### src/hdl/stt_pkg.sv
// ----------------------------------------------------------------------------
// stt_pkg
// Shared types, token kind codes and the keyword table of the tokenizer.
// ----------------------------------------------------------------------------
package stt_pkg;

  localparam int unsigned NUM_KW            = 20;
  localparam int unsigned KW_MAX_LEN        = 9;
  localparam int unsigned POSITION_BITS_DEF = 16;
  localparam int unsigned LENGTH_BITS_DEF   = 16;

  typedef logic [4:0] kind_t;
  typedef logic [1:0] err_t;

  localparam kind_t KIND_END     = 5'd0;
  localparam kind_t KIND_IDENT   = 5'd1;
  localparam kind_t KIND_INT     = 5'd2;
  localparam kind_t KIND_STRING  = 5'd3;
  localparam kind_t KIND_ARROW   = 5'd4;
  localparam kind_t KIND_EQEQ    = 5'd5;
  localparam kind_t KIND_NOTEQ   = 5'd6;
  localparam kind_t KIND_LBRACE  = 5'd7;
  localparam kind_t KIND_RBRACE  = 5'd8;
  localparam kind_t KIND_LPAREN  = 5'd9;
  localparam kind_t KIND_RPAREN  = 5'd10;
  localparam kind_t KIND_COMMA   = 5'd11;
  localparam kind_t KIND_DOT     = 5'd12;
  localparam kind_t KIND_COLON   = 5'd13;
  localparam kind_t KIND_SEMI    = 5'd14;
  localparam kind_t KIND_PLUS    = 5'd15;
  localparam kind_t KIND_MINUS   = 5'd16;
  localparam kind_t KIND_ASSIGN  = 5'd17;
  localparam kind_t KIND_KEYWORD = 5'd18;
  localparam kind_t KIND_ERROR   = 5'd19;

  localparam err_t ERR_NONE       = 2'd0;
  localparam err_t ERR_UNEXPECTED = 2'd1;
  localparam err_t ERR_UNTERM_STR = 2'd2;

  typedef struct packed {
    kind_t       kind;
    logic [4:0]  keyword_index;
    logic [15:0] start_line;
    logic [15:0] start_column;
    logic [15:0] token_length;
    err_t        error_code;
    logic [7:0]  bad_char;
    logic        last;
  } result_t;

  // Keyword text, first character in the top byte, zero padded.
  function automatic logic [8*KW_MAX_LEN-1:0] kw_word(input logic [4:0] k);
    case (k)
      5'd0:    kw_word = {"struct",    24'h0};
      5'd1:    kw_word = {"class",     32'h0};
      5'd2:    kw_word = {"entity",    24'h0};
      5'd3:    kw_word = "component";
      5'd4:    kw_word = {"mut",       48'h0};
      5'd5:    kw_word = {"fn",        56'h0};
      5'd6:    kw_word = {"let",       48'h0};
      5'd7:    kw_word = {"ref",       48'h0};
      5'd8:    kw_word = {"if",        56'h0};
      5'd9:    kw_word = {"else",      40'h0};
      5'd10:   kw_word = {"while",     32'h0};
      5'd11:   kw_word = {"for",       48'h0};
      5'd12:   kw_word = {"return",    24'h0};
      5'd13:   kw_word = {"true",      40'h0};
      5'd14:   kw_word = {"false",     32'h0};
      5'd15:   kw_word = {"void",      40'h0};
      5'd16:   kw_word = {"int",       48'h0};
      5'd17:   kw_word = {"float",     32'h0};
      5'd18:   kw_word = {"bool",      40'h0};
      5'd19:   kw_word = {"string",    24'h0};
      default: kw_word = '0;
    endcase
  endfunction

  function automatic logic [3:0] kw_len(input logic [4:0] k);
    case (k)
      5'd0:    kw_len = 4'd6;
      5'd1:    kw_len = 4'd5;
      5'd2:    kw_len = 4'd6;
      5'd3:    kw_len = 4'd9;
      5'd4:    kw_len = 4'd3;
      5'd5:    kw_len = 4'd2;
      5'd6:    kw_len = 4'd3;
      5'd7:    kw_len = 4'd3;
      5'd8:    kw_len = 4'd2;
      5'd9:    kw_len = 4'd4;
      5'd10:   kw_len = 4'd5;
      5'd11:   kw_len = 4'd3;
      5'd12:   kw_len = 4'd6;
      5'd13:   kw_len = 4'd4;
      5'd14:   kw_len = 4'd5;
      5'd15:   kw_len = 4'd4;
      5'd16:   kw_len = 4'd3;
      5'd17:   kw_len = 4'd5;
      5'd18:   kw_len = 4'd4;
      5'd19:   kw_len = 4'd6;
      default: kw_len = 4'd0;
    endcase
  endfunction

  // Character of keyword k at position pos; zero past its end.
  function automatic logic [7:0] kw_char(input logic [4:0] k, input logic [3:0] pos);
    logic [8*KW_MAX_LEN-1:0] w;
    logic [3:0]              back;
    w    = kw_word(k);
    back = 4'(KW_MAX_LEN - 1) - pos;
    if (pos < 4'(KW_MAX_LEN)) begin
      kw_char = w[{back, 3'b000} +: 8];
    end else begin
      kw_char = 8'h00;
    end
  endfunction

endpackage

### src/hdl/stt_in_if.sv
// ----------------------------------------------------------------------------
// stt_in_if
// Character channel: one source byte or an end-of-text mark per transfer.
// ----------------------------------------------------------------------------
interface stt_in_if;
  logic       valid;
  logic       ready;
  logic [7:0] char_code;
  logic       end_of_text;

  modport source (output valid, output char_code, output end_of_text, input ready);
  modport sink   (input valid, input char_code, input end_of_text, output ready);
endinterface

### src/hdl/stt_out_if.sv
// ----------------------------------------------------------------------------
// stt_out_if
// Token channel: one token with position, length and error info per transfer.
// ----------------------------------------------------------------------------
interface stt_out_if;
  import stt_pkg::*;

  logic        valid;
  logic        ready;
  kind_t       kind;
  logic [4:0]  keyword_index;
  logic [15:0] start_line;
  logic [15:0] start_column;
  logic [15:0] token_length;
  err_t        error_code;
  logic [7:0]  bad_char;
  logic        last;

  modport source (output valid, output kind, output keyword_index, output start_line,
                  output start_column, output token_length, output error_code,
                  output bad_char, output last, input ready);
  modport sink   (input valid, input kind, input keyword_index, input start_line,
                  input start_column, input token_length, input error_code,
                  input bad_char, input last, output ready);
endinterface

### src/hdl/source_text_tokenizer_core.sv
// ----------------------------------------------------------------------------
// source_text_tokenizer_core
// Streaming tokenizer: source bytes in, tokens with position and length out.
// ----------------------------------------------------------------------------
// in_i carries one byte per transfer; end_of_text or a zero byte ends the
// text. out_o carries tokens; the last token caused by one input byte has
// last set. One byte is taken per cycle while in_i.ready is high: the
// scanner state and the tokens of a byte are computed in one pass and
// written into a two-entry token queue, each entry holding the one or
// two tokens of a byte. A token is registered in the queue with its byte
// and offered from the queue head. The two tokens of a byte (a flushed
// token plus a symbol, error or end token) leave in turn by its one port.
// in_i.ready drops while both queue entries are occupied, so a stalled
// receiver holds tokens in place and backs up the byte stream without loss.
// Reset empties the queue and puts the scanner at line 1, column 1; the end
// token of a text returns the scanner to that same state.
// ----------------------------------------------------------------------------
module source_text_tokenizer_core #(
  parameter int unsigned POSITION_BITS = stt_pkg::POSITION_BITS_DEF,
  parameter int unsigned LENGTH_BITS   = stt_pkg::LENGTH_BITS_DEF
) (
  input  logic      clk_i,
  input  logic      rst_ni,
  stt_in_if.sink    in_i,
  stt_out_if.source out_o
);
  import stt_pkg::*;

  localparam logic [3:0] M_IDLE    = 4'd0;
  localparam logic [3:0] M_IDENT   = 4'd1;
  localparam logic [3:0] M_INT     = 4'd2;
  localparam logic [3:0] M_STRING  = 4'd3;
  localparam logic [3:0] M_MINUS   = 4'd4;
  localparam logic [3:0] M_EQ      = 4'd5;
  localparam logic [3:0] M_BANG    = 4'd6;
  localparam logic [3:0] M_SLASH   = 4'd7;
  localparam logic [3:0] M_COMMENT = 4'd8;
  localparam logic [3:0] M_ERROR   = 4'd9;

  typedef logic [POSITION_BITS-1:0] pos_t;
  typedef logic [LENGTH_BITS-1:0]   len_t;

  typedef struct packed {
    logic    two;
    result_t r0;
    result_t r1;
  } entry_t;

  function automatic pos_t pos_inc(input pos_t v);
    pos_inc = (&v) ? v : v + 1'b1;
  endfunction

  function automatic len_t len_inc(input len_t v);
    len_inc = (&v) ? v : v + 1'b1;
  endfunction

  function automatic logic [15:0] pos_out(input pos_t v);
    logic [31:0] w;
    w = 32'(v);
    pos_out = w[15:0];
  endfunction

  function automatic logic [15:0] len_out(input len_t v);
    logic [31:0] w;
    w = 32'(v);
    len_out = w[15:0];
  endfunction

  function automatic logic [NUM_KW-1:0] narrow(input logic [NUM_KW-1:0] cand,
                                               input len_t p, input logic [7:0] c);
    logic in_range;
    in_range = (p < LENGTH_BITS'(KW_MAX_LEN));
    for (int k = 0; k < NUM_KW; k++) begin
      narrow[k] = cand[k] && in_range && (kw_char(5'(k), p[3:0]) == c);
    end
  endfunction

  function automatic result_t mk(input kind_t kind, input logic [4:0] kwi,
                                 input pos_t line, input pos_t col,
                                 input logic [15:0] len, input err_t err,
                                 input logic [7:0] bad);
    mk.kind          = kind;
    mk.keyword_index = kwi;
    mk.start_line    = pos_out(line);
    mk.start_column  = pos_out(col);
    mk.token_length  = len;
    mk.error_code    = err;
    mk.bad_char      = bad;
    mk.last          = 1'b0;
  endfunction

  // scanner state
  logic [3:0]        mode_q, mode_d;
  pos_t              line_q, line_d;
  pos_t              col_q, col_d;
  pos_t              tsl_q, tsl_d;
  pos_t              tsc_q, tsc_d;
  len_t              cnt_q, cnt_d;
  logic [NUM_KW-1:0] cand_q, cand_d;

  // token queue
  entry_t     ent_q [2];
  logic       wr_q, rd_q, sub_q;
  logic [1:0] fill_q, fill_d;

  logic       accept, push, pop, out_xfer;
  logic [7:0] c;
  logic       eot, is_alpha, is_digit;

  // start-of-token decode
  logic [3:0]        bc_mode;
  len_t              bc_cnt;
  logic [NUM_KW-1:0] bc_cand;
  logic              bc_v;
  result_t           bc_res;

  // flushed identifier
  logic       kw_hit;
  logic [4:0] kw_idx;
  result_t    id_res;

  logic    a_v, b_v, use_bc;
  result_t a_res, b_res;
  entry_t  ent_new;

  assign c        = in_i.char_code;
  assign eot      = in_i.end_of_text || (c == 8'h00);
  assign is_alpha = (c >= "a" && c <= "z") || (c >= "A" && c <= "Z") || (c == "_");
  assign is_digit = (c >= "0" && c <= "9");

  assign in_i.ready = (fill_q != 2'd2);
  assign accept     = in_i.valid && in_i.ready;

  always_comb begin
    bc_mode = M_IDLE;
    bc_cnt  = '0;
    bc_cand = cand_q;
    bc_v    = 1'b0;
    bc_res  = mk(KIND_END, 5'd0, line_q, col_q, 16'd1, ERR_NONE, 8'h00);
    if (c == " " || c == 8'h09 || c == 8'h0a || c == 8'h0d) begin
      bc_mode = M_IDLE;
    end else if (is_alpha) begin
      bc_cand = narrow('1, '0, c);
      bc_cnt  = LENGTH_BITS'(1);
      bc_mode = M_IDENT;
    end else if (is_digit) begin
      bc_cnt  = LENGTH_BITS'(1);
      bc_mode = M_INT;
    end else begin
      bc_v = 1'b1;
      case (c)
        "\"": begin bc_v = 1'b0; bc_mode = M_STRING; end
        "-":  begin bc_v = 1'b0; bc_mode = M_MINUS;  end
        "=":  begin bc_v = 1'b0; bc_mode = M_EQ;     end
        "!":  begin bc_v = 1'b0; bc_mode = M_BANG;   end
        "/":  begin bc_v = 1'b0; bc_mode = M_SLASH;  end
        "{":  bc_res.kind = KIND_LBRACE;
        "}":  bc_res.kind = KIND_RBRACE;
        "(":  bc_res.kind = KIND_LPAREN;
        ")":  bc_res.kind = KIND_RPAREN;
        ",":  bc_res.kind = KIND_COMMA;
        ".":  bc_res.kind = KIND_DOT;
        ":":  bc_res.kind = KIND_COLON;
        ";":  bc_res.kind = KIND_SEMI;
        "+":  bc_res.kind = KIND_PLUS;
        default: begin
          bc_res  = mk(KIND_ERROR, 5'd0, line_q, col_q, 16'd0, ERR_UNEXPECTED, c);
          bc_mode = M_ERROR;
        end
      endcase
    end
  end

  always_comb begin
    kw_hit = 1'b0;
    kw_idx = 5'd0;
    for (int k = 0; k < NUM_KW; k++) begin
      if (!kw_hit && cand_q[k] && (cnt_q == LENGTH_BITS'(kw_len(5'(k))))) begin
        kw_hit = 1'b1;
        kw_idx = 5'(k);
      end
    end
    if (kw_hit) begin
      id_res = mk(KIND_KEYWORD, kw_idx, tsl_q, tsc_q, len_out(cnt_q), ERR_NONE, 8'h00);
    end else begin
      id_res = mk(KIND_IDENT, 5'd0, tsl_q, tsc_q, len_out(cnt_q), ERR_NONE, 8'h00);
    end
  end

  always_comb begin
    mode_d = mode_q;
    line_d = line_q;
    col_d  = col_q;
    tsl_d  = tsl_q;
    tsc_d  = tsc_q;
    cnt_d  = cnt_q;
    cand_d = cand_q;
    a_v    = 1'b0;
    a_res  = mk(KIND_INT, 5'd0, tsl_q, tsc_q, len_out(cnt_q), ERR_NONE, 8'h00);
    b_v    = 1'b0;
    b_res  = bc_res;
    use_bc = 1'b0;
    if (eot) begin
      case (mode_q)
        M_IDENT:  begin a_v = 1'b1; a_res = id_res; end
        M_INT:    a_v = 1'b1;
        M_STRING: begin
          a_v   = 1'b1;
          a_res = mk(KIND_ERROR, 5'd0, tsl_q, tsc_q, 16'd0, ERR_UNTERM_STR, 8'h00);
        end
        M_MINUS:  begin
          a_v   = 1'b1;
          a_res = mk(KIND_MINUS, 5'd0, tsl_q, tsc_q, 16'd1, ERR_NONE, 8'h00);
        end
        M_EQ:     begin
          a_v   = 1'b1;
          a_res = mk(KIND_ASSIGN, 5'd0, tsl_q, tsc_q, 16'd1, ERR_NONE, 8'h00);
        end
        M_BANG:   begin
          a_v   = 1'b1;
          a_res = mk(KIND_ERROR, 5'd0, tsl_q, tsc_q, 16'd0, ERR_UNEXPECTED, "!");
        end
        M_SLASH:  begin
          a_v   = 1'b1;
          a_res = mk(KIND_ERROR, 5'd0, tsl_q, tsc_q, 16'd0, ERR_UNEXPECTED, "/");
        end
        default:  a_v = 1'b0;
      endcase
      b_v    = 1'b1;
      b_res  = mk(KIND_END, 5'd0, line_q, col_q, 16'd0, ERR_NONE, 8'h00);
      mode_d = M_IDLE;
      line_d = POSITION_BITS'(1);
      col_d  = POSITION_BITS'(1);
      tsl_d  = POSITION_BITS'(1);
      tsc_d  = POSITION_BITS'(1);
      cnt_d  = '0;
      cand_d = '1;
    end else begin
      case (mode_q)
        M_IDENT: begin
          if (is_alpha || is_digit) begin
            cand_d = narrow(cand_q, cnt_q, c);
            cnt_d  = len_inc(cnt_q);
          end else begin
            a_v    = 1'b1;
            a_res  = id_res;
            use_bc = 1'b1;
          end
        end
        M_INT: begin
          if (is_digit) begin
            cnt_d = len_inc(cnt_q);
          end else begin
            a_v    = 1'b1;
            use_bc = 1'b1;
          end
        end
        M_STRING: begin
          a_v = 1'b1;
          if (c == "\"") begin
            a_res  = mk(KIND_STRING, 5'd0, tsl_q, tsc_q, len_out(cnt_q), ERR_NONE, 8'h00);
            mode_d = M_IDLE;
          end else if (c == 8'h0a) begin
            a_res  = mk(KIND_ERROR, 5'd0, tsl_q, tsc_q, 16'd0, ERR_UNTERM_STR, 8'h00);
            mode_d = M_ERROR;
          end else begin
            a_v   = 1'b0;
            cnt_d = len_inc(cnt_q);
          end
        end
        M_MINUS: begin
          a_v = 1'b1;
          if (c == ">") begin
            a_res  = mk(KIND_ARROW, 5'd0, tsl_q, tsc_q, 16'd2, ERR_NONE, 8'h00);
            mode_d = M_IDLE;
          end else begin
            a_res  = mk(KIND_MINUS, 5'd0, tsl_q, tsc_q, 16'd1, ERR_NONE, 8'h00);
            use_bc = 1'b1;
          end
        end
        M_EQ: begin
          a_v = 1'b1;
          if (c == "=") begin
            a_res  = mk(KIND_EQEQ, 5'd0, tsl_q, tsc_q, 16'd2, ERR_NONE, 8'h00);
            mode_d = M_IDLE;
          end else begin
            a_res  = mk(KIND_ASSIGN, 5'd0, tsl_q, tsc_q, 16'd1, ERR_NONE, 8'h00);
            use_bc = 1'b1;
          end
        end
        M_BANG: begin
          a_v = 1'b1;
          if (c == "=") begin
            a_res  = mk(KIND_NOTEQ, 5'd0, tsl_q, tsc_q, 16'd2, ERR_NONE, 8'h00);
            mode_d = M_IDLE;
          end else begin
            a_res  = mk(KIND_ERROR, 5'd0, tsl_q, tsc_q, 16'd0, ERR_UNEXPECTED, "!");
            mode_d = M_ERROR;
          end
        end
        M_SLASH: begin
          if (c == "/") begin
            mode_d = M_COMMENT;
          end else begin
            a_v    = 1'b1;
            a_res  = mk(KIND_ERROR, 5'd0, tsl_q, tsc_q, 16'd0, ERR_UNEXPECTED, "/");
            mode_d = M_ERROR;
          end
        end
        M_COMMENT: begin
          if (c == 8'h0a) begin
            mode_d = M_IDLE;
          end
        end
        M_ERROR: mode_d = M_ERROR;
        default: use_bc = 1'b1;
      endcase
      if (use_bc) begin
        mode_d = bc_mode;
        cnt_d  = bc_cnt;
        cand_d = bc_cand;
        tsl_d  = line_q;
        tsc_d  = col_q;
        b_v    = bc_v;
      end
      if (c == 8'h0a) begin
        col_d  = POSITION_BITS'(1);
        line_d = pos_inc(line_q);
      end else begin
        col_d  = pos_inc(col_q);
      end
    end
  end

  always_comb begin
    ent_new.two = a_v && b_v;
    ent_new.r0  = a_v ? a_res : b_res;
    ent_new.r1  = b_res;
    ent_new.r0.last = !(a_v && b_v);
    ent_new.r1.last = 1'b1;
  end

  assign push     = accept && (a_v || b_v);
  assign out_xfer = out_o.valid && out_o.ready;
  assign pop      = out_xfer && (sub_q == ent_q[rd_q].two);
  assign fill_d   = fill_q + {1'b0, push} - {1'b0, pop};

  always_ff @(posedge clk_i or negedge rst_ni) begin
    if (!rst_ni) begin
      mode_q <= M_IDLE;
      line_q <= POSITION_BITS'(1);
      col_q  <= POSITION_BITS'(1);
      tsl_q  <= POSITION_BITS'(1);
      tsc_q  <= POSITION_BITS'(1);
      cnt_q  <= '0;
      cand_q <= '1;
      wr_q   <= 1'b0;
      rd_q   <= 1'b0;
      sub_q  <= 1'b0;
      fill_q <= 2'd0;
    end else begin
      if (accept) begin
        mode_q <= mode_d;
        line_q <= line_d;
        col_q  <= col_d;
        tsl_q  <= tsl_d;
        tsc_q  <= tsc_d;
        cnt_q  <= cnt_d;
        cand_q <= cand_d;
      end
      if (push) begin
        wr_q <= ~wr_q;
      end
      if (pop) begin
        rd_q  <= ~rd_q;
        sub_q <= 1'b0;
      end else if (out_xfer) begin
        sub_q <= 1'b1;
      end
      fill_q <= fill_d;
    end
  end

  always_ff @(posedge clk_i) begin
    if (push) begin
      ent_q[wr_q] <= ent_new;
    end
  end

  result_t head;
  assign head = sub_q ? ent_q[rd_q].r1 : ent_q[rd_q].r0;

  assign out_o.valid         = (fill_q != 2'd0);
  assign out_o.kind          = head.kind;
  assign out_o.keyword_index = head.keyword_index;
  assign out_o.start_line    = head.start_line;
  assign out_o.start_column  = head.start_column;
  assign out_o.token_length  = head.token_length;
  assign out_o.error_code    = head.error_code;
  assign out_o.bad_char      = head.bad_char;
  assign out_o.last          = head.last;

  a_fill_bound: assert property (@(posedge clk_i) disable iff (!rst_ni)
    fill_q <= 2'd2)
    else $error("token queue overfilled");

  a_second_token: assert property (@(posedge clk_i) disable iff (!rst_ni)
    out_xfer && !out_o.last |=> out_o.valid && sub_q)
    else $error("second token of a byte missing");

  a_end_is_last: assert property (@(posedge clk_i) disable iff (!rst_ni)
    out_o.valid && (out_o.kind == KIND_END) |-> out_o.last)
    else $error("end token not marked last");

  a_eot_resets: assert property (@(posedge clk_i) disable iff (!rst_ni)
    accept && eot |=> (mode_q == M_IDLE) && (cnt_q == '0) && (&cand_q))
    else $error("scanner not reset after end of text");

endmodule
### src/flat_wrapper.sv
// flat-port wrapper written by rule: the top's interface ports become plain ports
module source_text_tokenizer_core_flat import stt_pkg::*;
#(
  parameter int unsigned POSITION_BITS = stt_pkg::POSITION_BITS_DEF,
  parameter int unsigned LENGTH_BITS   = stt_pkg::LENGTH_BITS_DEF
)
  (clk_i, rst_ni, in_i_valid, in_i_char_code, in_i_end_of_text, in_i_ready, out_o_valid, out_o_kind, out_o_keyword_index, out_o_start_line, out_o_start_column, out_o_token_length, out_o_error_code, out_o_bad_char, out_o_last, out_o_ready);
  stt_in_if in_i_i ();
  stt_out_if out_o_i ();
  input  logic clk_i;
  input  logic rst_ni;
  input wire logic [$bits(in_i_i.valid)-1:0] in_i_valid;
  input wire logic [$bits(in_i_i.char_code)-1:0] in_i_char_code;
  input wire logic [$bits(in_i_i.end_of_text)-1:0] in_i_end_of_text;
  output wire logic [$bits(in_i_i.ready)-1:0] in_i_ready;
  output wire logic [$bits(out_o_i.valid)-1:0] out_o_valid;
  output wire logic [$bits(out_o_i.kind)-1:0] out_o_kind;
  output wire logic [$bits(out_o_i.keyword_index)-1:0] out_o_keyword_index;
  output wire logic [$bits(out_o_i.start_line)-1:0] out_o_start_line;
  output wire logic [$bits(out_o_i.start_column)-1:0] out_o_start_column;
  output wire logic [$bits(out_o_i.token_length)-1:0] out_o_token_length;
  output wire logic [$bits(out_o_i.error_code)-1:0] out_o_error_code;
  output wire logic [$bits(out_o_i.bad_char)-1:0] out_o_bad_char;
  output wire logic [$bits(out_o_i.last)-1:0] out_o_last;
  input wire logic [$bits(out_o_i.ready)-1:0] out_o_ready;
  assign in_i_i.valid = in_i_valid;
  assign in_i_i.char_code = in_i_char_code;
  assign in_i_i.end_of_text = in_i_end_of_text;
  assign in_i_ready = in_i_i.ready;
  assign out_o_valid = out_o_i.valid;
  assign out_o_kind = out_o_i.kind;
  assign out_o_keyword_index = out_o_i.keyword_index;
  assign out_o_start_line = out_o_i.start_line;
  assign out_o_start_column = out_o_i.start_column;
  assign out_o_token_length = out_o_i.token_length;
  assign out_o_error_code = out_o_i.error_code;
  assign out_o_bad_char = out_o_i.bad_char;
  assign out_o_last = out_o_i.last;
  assign out_o_i.ready = out_o_ready;
  source_text_tokenizer_core #(.POSITION_BITS(POSITION_BITS), .LENGTH_BITS(LENGTH_BITS)) u_core (.clk_i(clk_i), .rst_ni(rst_ni), .in_i(in_i_i), .out_o(out_o_i));
endmodule
### config.mk
export PLATFORM = sky130hd
export DESIGN_NAME = source_text_tokenizer_core_flat
export DESIGN_NICKNAME = d
export VERILOG_FILES = /design/src/hdl/stt_pkg.sv /design/src/hdl/stt_in_if.sv /design/src/hdl/stt_out_if.sv /design/src/hdl/source_text_tokenizer_core.sv /design/src/flat_wrapper.sv
export SDC_FILE = /design/constraint.sdc
export NUM_CORES = 1
export LEC_CHECK = 0
export ABC_AREA = 1
export BUFFER_PORTS_ARGS = -buffer_cell sky130_fd_sc_hd__buf_4
export CAP_MARGIN = 15
export CORE_UTILIZATION = 45
export CTS_BUF_LIST = sky130_fd_sc_hd__clkbuf_8
export DETAILED_ROUTE_END_ITERATION = 16
export SYNTH_ARGS = -nofsm -noshare
export SYNTH_HDL_FRONTEND = slang
export SYNTH_SLANG_ARGS = --single-unit
### constraint.sdc
create_clock -name clk_i -period 10 [get_ports clk_i]
set_input_delay 1.5 -clock clk_i [delete_from_list [all_inputs] [get_ports clk_i]]
set_output_delay 1.5 -clock clk_i [all_outputs]
set_load 0.03 [all_outputs]
==> impl_metrics.env <==
export IMPL_ios=84
export IMPL_synth_area_top_cells="edfxtp_1 (40%), dfrtp_1 (12%), nor2_1 (6.0%)"
export IMPL_peakVddDrop_mv=0.221
export IMPL_worst_pin_slew_ns=0.985
export IMPL_start_kind="primary input"
export IMPL_clk_pin_slew_ns=0.06
export IMPL_fin_util_pct=51.5
export IMPL_post_synth_xor_area_fraction_pct=1.96
export IMPL_grt_pass1_vias=13605
export IMPL_synth_simple_area_share_pct=19.8
export IMPL_synth_avg_cell_area_um2=9.13
export IMPL_drive_above_1_share_pct=13.9
export IMPL_report_final_slew_viol_count=0
export IMPL_vias=14128
export IMPL_synth_top_cell_area_share_pct=40.3
export IMPL_row_count=71
export IMPL_rsz0062_at_grt="false"
export IMPL_yosys_area_top_type="edfxtp_1"
export IMPL_grt_ovfl_total=0
export IMPL_ys_ff_latch=343
export IMPL_htree_levels=2
export IMPL_start_util_pct=46.0
export IMPL_clk_latency_ns=0.67
export IMPL_cts_buffers=57
export IMPL_synth_compound_area_share_pct=14.2
export IMPL_syn_to_final_growth_pct=11.8
export IMPL_critPathKind="primary input to flop"
export IMPL_endpoint_kind="flop"
export IMPL_clock_root_buffer="clkbuf_8"
export IMPL_crit_arrival_ns=5.51
export IMPL_core_area_um2=37900
export IMPL_antenna_found_initial=0
export IMPL_synthCells=1912
export IMPL_synth_cell_types=67
export IMPL_cts_setup_buffers=0
export IMPL_finalSetupViolCount=0
export IMPL_hold_path_class="flop to flop"
export IMPL_wl_mm=49.6
export IMPL_fmax_mhz=195
export IMPL_firstDrtPassIters=5
export IMPL_fin_crit_ns=5.12
export IMPL_ant_nets=0
export IMPL_tritoncts="yes"
export IMPL_ff2ff_setup_slack_ns=5.43
export IMPL_cts_hold_fix_buffers=0
export IMPL_ctsLongestPathBuffers=3
export IMPL_synthFlopType="edfxtp_1"
export IMPL_ys_warn_count=0
export IMPL_synth_adder_area_share_pct=0.932
export IMPL_max_slew_margin_rel_pct=34.1
export IMPL_dp_hpwl_mm=32.7
export IMPL_clock_sinks=343
export IMPL_die_width_um=199
export IMPL_drtIter0Drc=1107
export IMPL_p_leak_uw=0.00773
export IMPL_via_per_inst=5.56
export IMPL_muxShareOfSynthArea_pct=0.0573
export IMPL_crit_fanout=56
export IMPL_diodes=0
export IMPL_synth_edf_count=234
export IMPL_die_h_um=199
export IMPL_nNetsFinal=2006
export IMPL_powerDensity_nw_per_um2=329
export IMPL_cts_resized=0
export IMPL_finalHoldViolations=0
export IMPL_place_congestion=0.952
export IMPL_final_common_cell="nor2_1"
export IMPL_synth_nets=1938
export IMPL_fin_crit_sh_pct=51.2
export IMPL_remaining_drc_errors=0
export IMPL_wl_per_cell_um=19.6
export IMPL_synth_top_family_by_area="simple AND/OR/NAND/NOR gates"
export IMPL_maxCapViolCount=0
export IMPL_ys_seq_area_share_pct=56.1
export IMPL_mostFrequentLayoutCells="nor2_1 (277), nand2_1 (234), edfxtp_1 (234)"
export IMPL_syn_area_um2=17500
export IMPL_grt_start_max_net_pins=71
export IMPL_skew_ns=0.0350
export IMPL_grt_pass1_wl_mm=77.6
export IMPL_final_setup_tns_ns=0
export IMPL_cp_required_ns=10.39
export IMPL_die_area_um2=39600
export IMPL_portBuffers=83
export IMPL_synthArstFlopShare_pct=31.8
export IMPL_outcome="finished clean"
export IMPL_grt_usage_pct=25.6
-- worst max-delay path, cell delays in order --
cell      delay (ns)
buf_4           0.21
inv_2           0.20
nand3_1         0.19
nor2_1          0.09
nor2_4          0.07
buf_4           0.60
clkinv_2        0.49
nor2_1          0.24
inv_1           0.06
nor3_1          0.17
nand3_1         0.12
nand2_2         0.19
buf_12          0.25
buf_4           0.42
inv_1           0.23
or2_2           0.33
nand2_1         0.06
inv_1           0.04
-- per-layer routing --
layer  global-route usage, %  vias up  wire (um)
met1                    36.5     6856      23300
met2                    39.9      421      22500
met5                       0        -          0
met4                    7.38        0       1130
li1                        -     6769          -
met3                    4.65       82       2770
-- sequential cells by signal (all words and copies together), names as in the netlist --
register / count
u_core.sub_q: 1
u_core.cand_q: 20
u_core.col_q: 16
u_core.mode_q: 4
u_core.line_q: 16
u_core.tsc_q: 16
u_core.tsl_q: 16
u_core.ent_q: 234
u_core.cnt_q: 16
u_core.wr_q: 1
u_core.rd_q: 1
u_core.fill_q: 2
-- where the power goes --
| group | total, uW | switching [uW] | leakage, uW | internal (uW) |
|---|---|---|---|---|
| clock | 1130 | 571 | 0.000665 | 559 |
| sequential | 2160 | 181 | 0.00365 | 1980 |
| combinational | 3130 | 2260 | 0.00342 | 869 |
| total | 6420 | 3010 | 0.00773 | 3410 |
-- cells by family after synthesis --
group / after synthesis
AND/OR/NAND/NOR: 770
adder cells (fa/ha/maj): 13
XOR/XNOR: 39
flip-flops: 343
buffers and inverters: 309
multiplexers: 1
AO/OA/AOI/OAI: 437
-- final cells by class --
| type | instances | area (um^2) |
|---|---|---|
| Fill cell | 3591 | 18400 |
| Sequential cell | 343 | 9790 |
| Multi-Input combinational cell | 1260 | 6470 |
| Inverter | 220 | 835 |
| Clock buffer | 60 | 826 |
| Timing Repair Buffer | 98 | 748 |
| Tap cell | 511 | 639 |
| Clock inverter | 47 | 214 |
-- worst paths after layout --
path | startpoint | endpoint | cells after the start
worst max-delay path | in_i_char_code[1] | u_core.ent_q[1][133]$_DFFE_PP_ | 18
worst min-delay path | u_core.tsl_q[0]$_DFFE_PN1P_ | u_core.tsl_q[0]$_DFFE_PN1P_ | 2
worst max register to register | u_core.cnt_q[1]$_DFFE_PN0P_ | u_core.cand_q[6]$_DFFE_PN1P_ | 16
worst min register to register | u_core.tsl_q[0]$_DFFE_PN1P_ | u_core.tsl_q[0]$_DFFE_PN1P_ | 2
max in group asynchronous | rst_ni | u_core.rd_q$_DFFE_PN0P_ | 2
min in group asynchronous | rst_ni | u_core.cnt_q[1]$_DFFE_PN0P_ | 1
-- per-stage QoR --
stage / hold WS [ns] / std cells / total power (uW) / setup slack, ns / area (um^2)
after detailed placement: 0.476 / 2431 / 5300 / 3.72 / 18500
final: 0.482 / 2539 / 6420 / 4.88 / 19500
after CTS: 0.487 / 2538 / 6450 / 4.42 / 19500
after global placement: 0.472 / 2431 / 5300 / 3.88 / 18500
after floorplan: 0.440 / 1912 / 4280 / 1.36 / 17500
after global routing: 0.517 / 2539 / 6850 / 4.59 / 19500
-- Yosys cell counts (all sizes together) (38+ instances only) --
cell    instances
nand3          87
nor3           63
o22ai          58
nand4          40
xor2           38
dfrtp          85
inv           215
a21oi          67
o21ai         246
nand2         246
clkbuf         66
edfxtp        234
nor2          299
(Power assumes the default switching activity.)
